<file path="src/rtl/core/ri2a_pkg.sv">
// ----------------------------------------------------------------------------
// ri2a_pkg: shared types and constants for the radix integer-to-ASCII block
// Holds the request and result payload structs, the controller/datapath
// command and status structs, and the fixed field widths.
// ----------------------------------------------------------------------------
package ri2a_pkg;

    // Field widths fixed by the payload format.
    localparam int VALUE_WIDTH = 32;
    localparam int RADIX_W     = 6;
    localparam int CHAR_W      = 7;

    // Default depth of the digit store.
    localparam int MAX_DIGITS  = 32;

    // Quotient bits resolved per cycle by the divider.
    localparam int STEP_BITS   = 8;

    // Radix saturation limits.
    localparam logic [RADIX_W-1:0] RADIX_MIN = RADIX_W'(2);
    localparam logic [RADIX_W-1:0] RADIX_MAX = RADIX_W'(36);

    // Digit to character mapping.
    localparam logic [CHAR_W-1:0]  ASCII_ZERO    = CHAR_W'(8'h30);
    localparam logic [CHAR_W-1:0]  LETTER_OFFSET = CHAR_W'(55);
    localparam logic [RADIX_W-1:0] DECIMAL_LIMIT = RADIX_W'(10);

    // Incoming request.
    typedef struct packed {
        logic [VALUE_WIDTH-1:0] value;
        logic [RADIX_W-1:0]     radix;
    } t_in_item;

    // One emitted character.
    typedef struct packed {
        logic [CHAR_W-1:0] digit_char;
        logic              last;
    } t_out_item;

    // Commands from the controller to the datapath.
    typedef struct packed {
        logic load;      // capture a new request
        logic div_step;  // run one divider step
        logic rd;        // read the digit store at the emit pointer
        logic out_load;  // move the read digit into the output register
    } t_cmd;

    // Status from the datapath to the controller.
    typedef struct packed {
        logic last_chunk;  // this divider step finishes a division
        logic quot_zero;   // quotient of the finishing division is zero
        logic cnt_full;    // digit store is about to be full
        logic ptr_zero;    // emit pointer is at the least significant digit
        logic out_free;    // output register can take a new character
    } t_status;

endpackage

</file>
<file path="src/rtl/core/radix_integer_to_ascii.sv">
// ----------------------------------------------------------------------------
// radix_integer_to_ascii: unsigned integer to ASCII digits in radix 2..36
// Converts one 32-bit value per request into its digit characters,
// most significant first, with the final character flagged.
// ----------------------------------------------------------------------------
// Usage:
//   Input channel (i_in_valid / o_in_stall / i_in_item) carries a value and
//   a radix; radix codes below 2 act as 2 and codes above 36 act as 36.
//   Output channel (o_out_valid / i_out_stall / o_out_item) carries one
//   ASCII character per digit, '0'..'9' then 'A'..'Z', last set on the least
//   significant one. A zero value gives the single character '0'.
//   Timing: each digit costs one division (8 quotient bits per cycle over
//   the 32-bit value); once all divisions are done, each digit is read from
//   the digit store and loaded into the output register. o_in_stall is high
//   from acceptance until the final character is loaded into the output
//   register, so the next request may be taken while that character still
//   waits. While the receiver stalls, the current character holds and
//   emission pauses. Reset returns to idle and drops any request in
//   progress.
// ----------------------------------------------------------------------------
module radix_integer_to_ascii #(
    parameter int MAX_DIGITS = ri2a_pkg::MAX_DIGITS
) (
    input  logic                i_clk,
    input  logic                i_rst_n,
    input  logic                i_in_valid,
    output logic                o_in_stall,
    input  ri2a_pkg::t_in_item  i_in_item,
    output logic                o_out_valid,
    input  logic                i_out_stall,
    output ri2a_pkg::t_out_item o_out_item
);

    ri2a_pkg::t_cmd    cmd;
    ri2a_pkg::t_status status;

    // Sequencer.
    ri2a_ctrl u_ctrl (
        .i_clk      (i_clk),
        .i_rst_n    (i_rst_n),
        .i_in_valid (i_in_valid),
        .o_in_stall (o_in_stall),
        .i_status   (status),
        .o_cmd      (cmd)
    );

    // Divider, digit store and output register.
    ri2a_dp #(
        .MAX_DIGITS (MAX_DIGITS)
    ) u_dp (
        .i_clk       (i_clk),
        .i_rst_n     (i_rst_n),
        .i_in_item   (i_in_item),
        .i_cmd       (cmd),
        .o_status    (status),
        .o_out_valid (o_out_valid),
        .i_out_stall (i_out_stall),
        .o_out_item  (o_out_item)
    );

endmodule

</file>
<file path="src/rtl/core/ri2a_ctrl.sv">
// ----------------------------------------------------------------------------
// ri2a_ctrl: sequencer for the radix integer-to-ASCII block
// Steps through request capture, repeated division and reverse-order
// character output, driving the datapath through command signals.
// ----------------------------------------------------------------------------
module ri2a_ctrl (
    input  logic              i_clk,
    input  logic              i_rst_n,
    input  logic              i_in_valid,
    output logic              o_in_stall,
    input  ri2a_pkg::t_status i_status,
    output ri2a_pkg::t_cmd    o_cmd
);

    localparam logic [1:0] S_IDLE    = 2'd0;
    localparam logic [1:0] S_DIV     = 2'd1;
    localparam logic [1:0] S_EMIT_RD = 2'd2;
    localparam logic [1:0] S_EMIT_WR = 2'd3;

    logic [1:0] r_state;
    logic [1:0] n_state;

    // Next state and commands.
    always_comb begin
        n_state = r_state;
        o_cmd   = '0;
        unique case (r_state)
            S_IDLE: begin
                o_cmd.load = i_in_valid;
                if (i_in_valid) begin
                    n_state = S_DIV;
                end
            end
            S_DIV: begin
                o_cmd.div_step = 1'b1;
                if (i_status.last_chunk && (i_status.quot_zero || i_status.cnt_full)) begin
                    n_state = S_EMIT_RD;
                end
            end
            S_EMIT_RD: begin
                o_cmd.rd = 1'b1;
                n_state  = S_EMIT_WR;
            end
            S_EMIT_WR: begin
                if (i_status.out_free) begin
                    o_cmd.out_load = 1'b1;
                    n_state        = i_status.ptr_zero ? S_IDLE : S_EMIT_RD;
                end
            end
            default: begin
                n_state = S_IDLE;
            end
        endcase
    end

    // State register.
    always_ff @(posedge i_clk) begin
        if (!i_rst_n) begin
            r_state <= S_IDLE;
        end else begin
            r_state <= n_state;
        end
    end

    // New requests are taken only between conversions.
    assign o_in_stall = (r_state != S_IDLE);

endmodule

</file>
<file path="src/rtl/core/ri2a_dp.sv">
// ----------------------------------------------------------------------------
// ri2a_dp: datapath for the radix integer-to-ASCII block
// Holds a multi-cycle divider that resolves a few quotient bits per cycle,
// the digit store, and the output register of the result channel.
// ----------------------------------------------------------------------------
module ri2a_dp #(
    parameter int MAX_DIGITS = ri2a_pkg::MAX_DIGITS
) (
    input  logic                i_clk,
    input  logic                i_rst_n,
    input  ri2a_pkg::t_in_item  i_in_item,
    input  ri2a_pkg::t_cmd      i_cmd,
    output ri2a_pkg::t_status   o_status,
    output logic                o_out_valid,
    input  logic                i_out_stall,
    output ri2a_pkg::t_out_item o_out_item
);

    localparam int VW     = ri2a_pkg::VALUE_WIDTH;
    localparam int RW     = ri2a_pkg::RADIX_W;
    localparam int CW     = ri2a_pkg::CHAR_W;
    localparam int SB     = ri2a_pkg::STEP_BITS;
    localparam int NCHUNK = (VW + SB - 1) / SB;
    localparam int PW     = NCHUNK * SB;
    localparam int SW     = (NCHUNK > 1) ? $clog2(NCHUNK) : 1;
    localparam int AW     = $clog2(MAX_DIGITS);

    localparam logic [SW-1:0] STEP_LAST = SW'(NCHUNK - 1);
    localparam logic [AW-1:0] ADDR_LAST = AW'(MAX_DIGITS - 1);

    // Map a digit to its ASCII character.
    function automatic logic [CW-1:0] digit_to_ascii(input logic [RW-1:0] d);
        logic [CW-1:0] dx;
        dx = CW'(d);
        if (d < ri2a_pkg::DECIMAL_LIMIT) begin
            return ri2a_pkg::ASCII_ZERO + dx;
        end
        return dx + ri2a_pkg::LETTER_OFFSET;
    endfunction

    logic [PW-1:0]   r_num;
    logic [RW-1:0]   r_rem;
    logic [RW-1:0]   r_radix;
    logic [SW-1:0]   r_step;
    logic [AW-1:0]   r_cnt;
    logic [AW-1:0]   r_ptr;
    logic [CW-1:0]   r_rd_data;
    logic            r_out_valid;
    ri2a_pkg::t_out_item r_out_item;

    logic [CW-1:0]   r_mem [MAX_DIGITS];

    logic [PW-1:0]   n_num;
    logic [RW-1:0]   n_rem;
    logic [RW-1:0]   n_radix;
    logic            div_last;
    logic            out_free;

    // Radix saturated into the meaningful range.
    always_comb begin
        priority if (i_in_item.radix < ri2a_pkg::RADIX_MIN) begin
            n_radix = ri2a_pkg::RADIX_MIN;
        end else if (i_in_item.radix > ri2a_pkg::RADIX_MAX) begin
            n_radix = ri2a_pkg::RADIX_MAX;
        end else begin
            n_radix = i_in_item.radix;
        end
    end

    // One divider step: restoring division over the top SB bits of the dividend.
    always_comb begin
        logic [RW:0]   rem_x;
        logic [RW-1:0] rem;
        logic [SB-1:0] top;
        logic [SB-1:0] q;
        rem = r_rem;
        top = r_num[PW-1 -: SB];
        q   = '0;
        for (int i = SB - 1; i >= 0; i--) begin
            rem_x = {rem, top[i]};
            if (rem_x >= {1'b0, r_radix}) begin
                rem_x = rem_x - {1'b0, r_radix};
                q[i]  = 1'b1;
            end
            rem = rem_x[RW-1:0];
        end
        n_rem = rem;
        n_num = (r_num << SB) | PW'(q);
    end

    assign div_last = (r_step == STEP_LAST);
    assign out_free = !r_out_valid || !i_out_stall;

    // Divider and digit bookkeeping registers.
    always_ff @(posedge i_clk) begin
        if (!i_rst_n) begin
            r_step <= '0;
            r_cnt  <= '0;
            r_ptr  <= '0;
        end else if (i_cmd.load) begin
            r_step <= '0;
            r_cnt  <= '0;
        end else if (i_cmd.div_step) begin
            if (div_last) begin
                r_step <= '0;
                r_cnt  <= r_cnt + AW'(1);
                r_ptr  <= r_cnt;
            end else begin
                r_step <= r_step + SW'(1);
            end
        end else if (i_cmd.out_load) begin
            r_ptr <= r_ptr - AW'(1);
        end
    end

    // Dividend, remainder and radix payload.
    always_ff @(posedge i_clk) begin
        if (i_cmd.load) begin
            r_num   <= PW'(i_in_item.value);
            r_rem   <= '0;
            r_radix <= n_radix;
        end else if (i_cmd.div_step) begin
            r_num <= n_num;
            r_rem <= div_last ? '0 : n_rem;
        end
    end

    // Digit store: written as each division finishes, read when emitting.
    always_ff @(posedge i_clk) begin
        if (i_cmd.div_step && div_last) begin
            r_mem[r_cnt] <= digit_to_ascii(n_rem);
        end
    end

    always_ff @(posedge i_clk) begin
        if (i_cmd.rd) begin
            r_rd_data <= r_mem[r_ptr];
        end
    end

    // Output register of the result channel.
    always_ff @(posedge i_clk) begin
        if (!i_rst_n) begin
            r_out_valid <= 1'b0;
        end else if (i_cmd.out_load) begin
            r_out_valid <= 1'b1;
        end else if (!i_out_stall) begin
            r_out_valid <= 1'b0;
        end
    end

    always_ff @(posedge i_clk) begin
        if (i_cmd.out_load) begin
            r_out_item.digit_char <= r_rd_data;
            r_out_item.last       <= (r_ptr == '0);
        end
    end

    assign o_status.last_chunk = div_last;
    assign o_status.quot_zero  = (n_num == '0);
    assign o_status.cnt_full   = (r_cnt == ADDR_LAST);
    assign o_status.ptr_zero   = (r_ptr == '0);
    assign o_status.out_free   = out_free;

    assign o_out_valid = r_out_valid;
    assign o_out_item  = r_out_item;

endmodule
</file>
<file path="config.mk">
export PLATFORM = sky130hd
export DESIGN_NAME = radix_integer_to_ascii
export DESIGN_NICKNAME = d
export VERILOG_FILES = /design/src/rtl/core/ri2a_pkg.sv /design/src/rtl/core/radix_integer_to_ascii.sv /design/src/rtl/core/ri2a_ctrl.sv /design/src/rtl/core/ri2a_dp.sv
export SDC_FILE = /design/constraint.sdc
export NUM_CORES = 1
export LEC_CHECK = 0
export BUFFER_PORTS_ARGS = -buffer_cell sky130_fd_sc_hd__buf_2
export CORE_MARGIN = 2
export CORE_UTILIZATION = 35
export DETAILED_ROUTE_END_ITERATION = 8
export PLACE_DENSITY = 0.57
export SKIP_LAST_GASP = 1
export SLEW_MARGIN = 0
export SYNTH_ARGS = -nofsm -noshare
export SYNTH_HDL_FRONTEND = slang
export SYNTH_SLANG_ARGS = --single-unit
</file>
<file path="constraint.sdc">
create_clock -name i_clk -period 21.3 [get_ports i_clk]
set_input_delay 5.325 -clock i_clk [delete_from_list [all_inputs] [get_ports i_clk]]
set_output_delay 5.325 -clock i_clk [all_outputs]
set_load 0.02 [all_outputs]
</file>
# After elaboration in Yosys (flattened, before gate mapping)
# Memories as Yosys holds them, arrays and structs flattened. A register that Yosys moved wholly into a read port is not among the register bits.
# Index checks and enable logic that the tools add are counted.
# totals
mem_bits_rw	224
input_bits	42
n_memories	1
reg_bits	67
# op_classes
order_cmp	11
addsub	13
reduce_logical	17
muxes	43
eq_ne	10
bitwise	3
# mem_list
memory	depth	word_bits	read_ports	rd_clocked_by_memory_dff	write_ports	line_no	text
u_dp.r_mem	32	7	1	1	1	ri2a_dp.sv:51	logic [CW-1:0] r_mem [MAX_DIGITS];
# ops
op	count
2-to-1 mux 32 bit	2
2-to-1 mux 6 bit	10
greater-or-equal comparator 7 x 6 -> 1 bit	8
subtractor 6 bit	8
logical NOT 32 bit	1
bitwise OR 32 x 8 -> 32 bit	1
2-to-1 mux 7 bit	3
2-to-1 mux 1 bit	19
2-to-1 mux 5 bit	3
2-to-1 mux 2 bit	5
one-hot mux 2 bit (4 select lines)	1
adder 6 x 6 -> 7 bit (first input constant)	1
adder 6 x 6 -> 7 bit (second input constant)	1
equality test 2 bit (second input constant)	3
> comparator 6 bit (second input constant)	1
< comparator 6 x 2 -> 1 bit (second input constant)	1
< comparator 6 x 4 -> 1 bit (second input constant)	1
inequality test 2 x 1 -> 1 bit (second input constant)	3
AND reduction 3 bit	2
nonzero test 2 bit	3
adder 5 x 1 -> 5 bit (second input constant)	1
equality test 5 bit (second input constant)	1
logical NOT 5 bit	1
subtractor 5 x 1 -> 5 bit (second input constant)	1
10 further kinds	16

# Logic depth before layout (Yosys ltp)
# depth
depth_word	22
ltp_mapped	86

# By module
# Synthesis repeated with hierarchy kept, for this count alone.
# unflattened
cells_unflattened	1020
hier_area_um2	14963.1
# modules_own_cells
module	n_inst	area_each_um2	cells_per_inst
ri2a_dp	1	14836.7	1004
ri2a_ctrl	1	126.4	16

# Worst setup path before layout
# OpenSTA, ideal clock, no wires.
# synth_path
kind	flip-flop to flip-flop
from	register u_dp.r_radix[1]
to	memory u_dp.r_mem[0][1] (netlist bit) (data pin)
path_stages_with_launch	83
required_ns	20.915
setup_time_ns	0.385
arrival_time_ns	17.078
slack_ns	3.837
n_path_buf	4
path_cell_list	edfxtp_1 inv_1 ha_1 a31oi_1 o21ai_1 mux2_2 ha_1 nand3_1 a311oi_1 a211oi_1 o311ai_2 buf_6 clkbuf_1 nor2_1 a21oi_1 ha_1 a21oi_1 o21ai_0 (+47 left out) inv_1 ha_1 nor2b_1 o21ai_0 nand2b_1 a21o_1 a21o_1 a31o_2 a21oi_1 o21ai_0 a31oi_1 a21oi_2 mux2_2 inv_1 ha_1 o31ai_2 and2_1 mux2i_1
# synth_between
elab_chain_cells	21
# synth_lines
element	line_no	text
from (decl)	ri2a_dp.sv:43	logic [RW-1:0] r_radix;
from (signal assigned)	ri2a_dp.sv:121	r_radix <= n_radix;
subtractor 6 bit / greater-or-equal comparator 7 x 6 -> 1 bit (equally long branches)	ri2a_dp.sv:82, ri2a_dp.sv:81	
2-to-1 mux 6 bit	ri2a_dp.sv:81	if (rem_x >= {1'b0, r_radix}) begin
subtractor 6 bit / greater-or-equal comparator 7 x 6 -> 1 bit (equally long branches)	ri2a_dp.sv:82, ri2a_dp.sv:81	
2-to-1 mux 6 bit	ri2a_dp.sv:81	
subtractor 6 bit / greater-or-equal comparator 7 x 6 -> 1 bit (equally long branches)	ri2a_dp.sv:82, ri2a_dp.sv:81	
2-to-1 mux 6 bit	ri2a_dp.sv:81	
subtractor 6 bit / greater-or-equal comparator 7 x 6 -> 1 bit (equally long branches)	ri2a_dp.sv:82, ri2a_dp.sv:81	
2-to-1 mux 6 bit	ri2a_dp.sv:81	
(+5 left out)	--	
2-to-1 mux 6 bit	ri2a_dp.sv:81	
subtractor 6 bit / greater-or-equal comparator 7 x 6 -> 1 bit (equally long branches)	ri2a_dp.sv:82, ri2a_dp.sv:81	
2-to-1 mux 6 bit (*)	ri2a_dp.sv:81	
< comparator 6 x 4 -> 1 bit	ri2a_dp.sv:35	if (d < ri2a_pkg::DECIMAL_LIMIT) begin
2-to-1 mux 1 bit	ri2a_dp.sv:35	
2-to-1 mux 1 bit	ri2a_dp.sv:130	if (i_cmd.div_step && div_last) begin
2-to-1 mux 7 bit (*)	ri2a_dp.sv:38	return dx + ri2a_pkg::LETTER_OFFSET;
2-to-1 mux 7 bit (*)	ri2a_dp.sv:130	
to (decl)	ri2a_dp.sv:51	
# Mark *: on every way between the ends. The rest lies on a longest branch, timed or not. The select of a mux whose other input is x is not followed.

# Final worst setup path
# layout_path
from	register u_dp.r_radix[1]
to	memory u_dp.r_mem[10][4] (netlist bit) (data pin)
# The elaborated chain is that of the path after synthesis.

==> results.md <==
- Status: completed
- Crit-path max FO: 20
- Clock Tree Buf Depth: 3
- Slowest cell on crit path: edfxtp_1
- Crit-path max cell delay: 550 ps
- Synth cell count leaders: edfxtp_1, nand2_1, nor2_1
- WHS Endpoint: u_dp.o_out_item[7]
- FF-to-FF End: u_dp.r_mem[10][4]
- Setup crit end kind: flip-flop
- Core Area: 42000 µm²
- Syn avg cell area: 13.8 µm²
- Iteration-0 DRC Markers: 857
- Number of antenna diodes: 0
- DR WL/cell: 20.9 µm
- Starting Density: 0.356
- Max Cap Viol: 0
- Synth Area in Adders: 0.0607
- First-pass GRT wire length: 54600 µm
- CTS tree: done
- FP Rows: 75
- Max transition margin: 0.274
- CTS Buf Count: 31
- Syn. warnings: 0
- Main combinational cell family by area after synthesis: multiplexers
- Vias in the first global route: 9361
- Total gr overflow: 0
- Hold path startpoint: u_dp.r_rd_data[6]
- Final setup violation count: 0
- Later-pin clock latency in the skew report: 590 ps
- R2r setup slk: 1750 ps
- Worst Tran Pin Value: 1090 ps
- Tcrit/Tclk final: 0.918
- EDFF count, synth: 277
- Cells after Synth: 1086
- Syn nets: 1195
- GP Congestion: 0.886
- Clock sink count: 298
- Unrepaired setup endpoints after global routing: false
- Mux cell area share after synthesis: 0.134
- XOR/XNOR Fraction of Synth Area: 0.0176
- H-tree levels: 1
- Cts hold-fix bufs: 0
- Synth-to-Final Area Change: 13.1%
- Hold Crit Class: reg2reg
- Vias: 9155
- Largest net degree at the start of global routing: 60
- Die Height: 211 µm
- Setup TNS: 0 ps
- Final hold slack: 421 ps
- Worst-case reg-to-reg path depth: 81
- Drt pass-1 iters: 5
- Async set-reset flop share out of synthesis: 0
- Synth top area share: 0.556
- CP Launch Type: flip-flop
- GRT Overall Usage: 0.162
- Simple-Gate Fraction of Synth Area: 0.100
- WS Path Type: reg2reg
- Antenna violations before repair: 0
- Register bit total from synthesis: 298
- Die span in x: 211 µm
- Final slew viol count: 0
- Sequential area share after synthesis: 0.584
- Vias/cell: 5.34
- WHS Path Cells: 0
- Post-synth top flop: edfxtp_1
- Synth Area in Compound Gates: 0.0797
- DP Wirelength: 24200 µm
- Ports: 52
- Reg clk slew, reported paths: 60 ps
- DRC errors left: 0
- Post-Route WL: 35700 µm
- R2r startpoint: u_dp.r_radix[1]
- Yosys cell types: 83
- Synth Cell Area: 15000 µm²
- Most frequent cell after synthesis: edfxtp_1
- Top post-synthesis cells by area: edfxtp_1, mux4_2, ha_1
- Post-layout min period: 19550 ps
- Clock root cell: clkbuf_16
- Post-route ant nets: 0
- Fin util: 0.402
- Cell repeated most along the worst path: ha_1
- Share of cells above drive strength 1: 0.202
- Die ar.: 44400 µm²
- Critical Path RT: 21690 ps
- Arrival time worst endpoint: 19940 ps
- Clock skew: 11.8 ps
- PortBufs: 51
- Nets: 1263
- Hold Vio Cnt, Final: 0
- Yosys top cell by area: edfxtp_1
- Max frequency: 51.2 MHz
==> cells in the final DEF (no fill, tap or decap), types with 8 or more instances in the layout <==
cell         n
a21o_1      17
a21oi_1     37
buf_2       51
buf_4       19
clkbuf_16   31
clkinv_1     8
dfxtp_1     19
edfxtp_1   277
fa_1         8
ha_1        59
inv_1       53
mux2_2      16
mux2i_1     15
mux4_2      70
nand2_1    130
nand2b_1    12
nand3_1     17
nor2_1      86
nor2b_1     14
nor3_1      12
nor4_1       8
o21ai_0     32
xnor2_1     15
xor2_1      11
==> worst max-delay path by stage <==
stage                                from                end  slack (ps)  cells after the start
after CTS                 u_dp.r_radix[1]  u_dp.r_mem[20][5]        1010                     75
after global routing      u_dp.r_radix[1]  u_dp.r_mem[10][4]          20                     81
final                     u_dp.r_radix[1]  u_dp.r_mem[10][4]        1750                     81
after global placement    u_dp.r_radix[1]  u_dp.r_mem[30][5]        1670                     75
after floorplan           u_dp.r_radix[1]   u_dp.r_mem[0][1]        3840                     82
after detailed placement  u_dp.r_radix[1]   u_dp.r_mem[9][5]        1040                     75
==> worst max-delay path, delay by kind of cell (launching register included) <==
family,cells,cell delay (ps)
and+or+nand+nor,15,2540
DFF,1,550
adders and majority gates,9,2530
xor gates and xnor gates,1,400
muxes,7,2410
buffers and inverters,9,1490
AOI/OAI and AO/OA,40,9390
==> routing by layer <==
metal  track usage  up-vias  share of wire  wire [µm]
met5             0        -              0          0
met4        0.0595        0          0.029       1020
met3        0.0245       69          0.052       1880
met2         0.260      241           0.47      16700
met1         0.225     4557           0.45      16100
li1              -     4288              -          -
==> state kept, by name, indices dropped and copies added, names as in the netlist, 5 cells and up <==
register         cells
u_dp.r_num          32
u_dp.r_radix         6
u_dp.r_mem         224
u_dp.o_out_item      8
u_dp.r_cnt           5
u_dp.r_rem           6
u_dp.r_rd_data       7
u_dp.r_ptr           5
==> final cells by class <==
cell class | count | area [µm²]
clock buffers | 38 | 802
well taps | 539 | 674
repair buffers | 70 | 398
fillers | 3870 | 25100
multi-input cells | 699 | 5960
clock inverters | 15 | 139
inverters | 54 | 203
flip-flops and latches | 298 | 8740
==> kinds of logic after synthesis <==
logic type	Yosys count
compound gates	168
xor+xnor	30
fa+ha+maj	68
buf+inv	90
flops	298
mux	108
simple gates	324
==> per-stage QoR <==
stage               cells  area [µm²]  worst slack, ps
floorplan            1086       15000             3840
global placement     1654       15900             1670
detailed placement   1654       15900             1040
CTS                  1707       16800             1010
global route         1713       16900             15.7
finish               1713       16900             1750
==> what timing repair did <==
action / CTS / global route
setup endpoints to repair: 0 / 216
resized for setup: 0 / 6
setup buffers: 0 / 5
endpoints found under the hold margin: 0 / 0
Power is not shown: default switching activity piles up to over one toggle a cycle in this logic, so the estimate is an artifact.
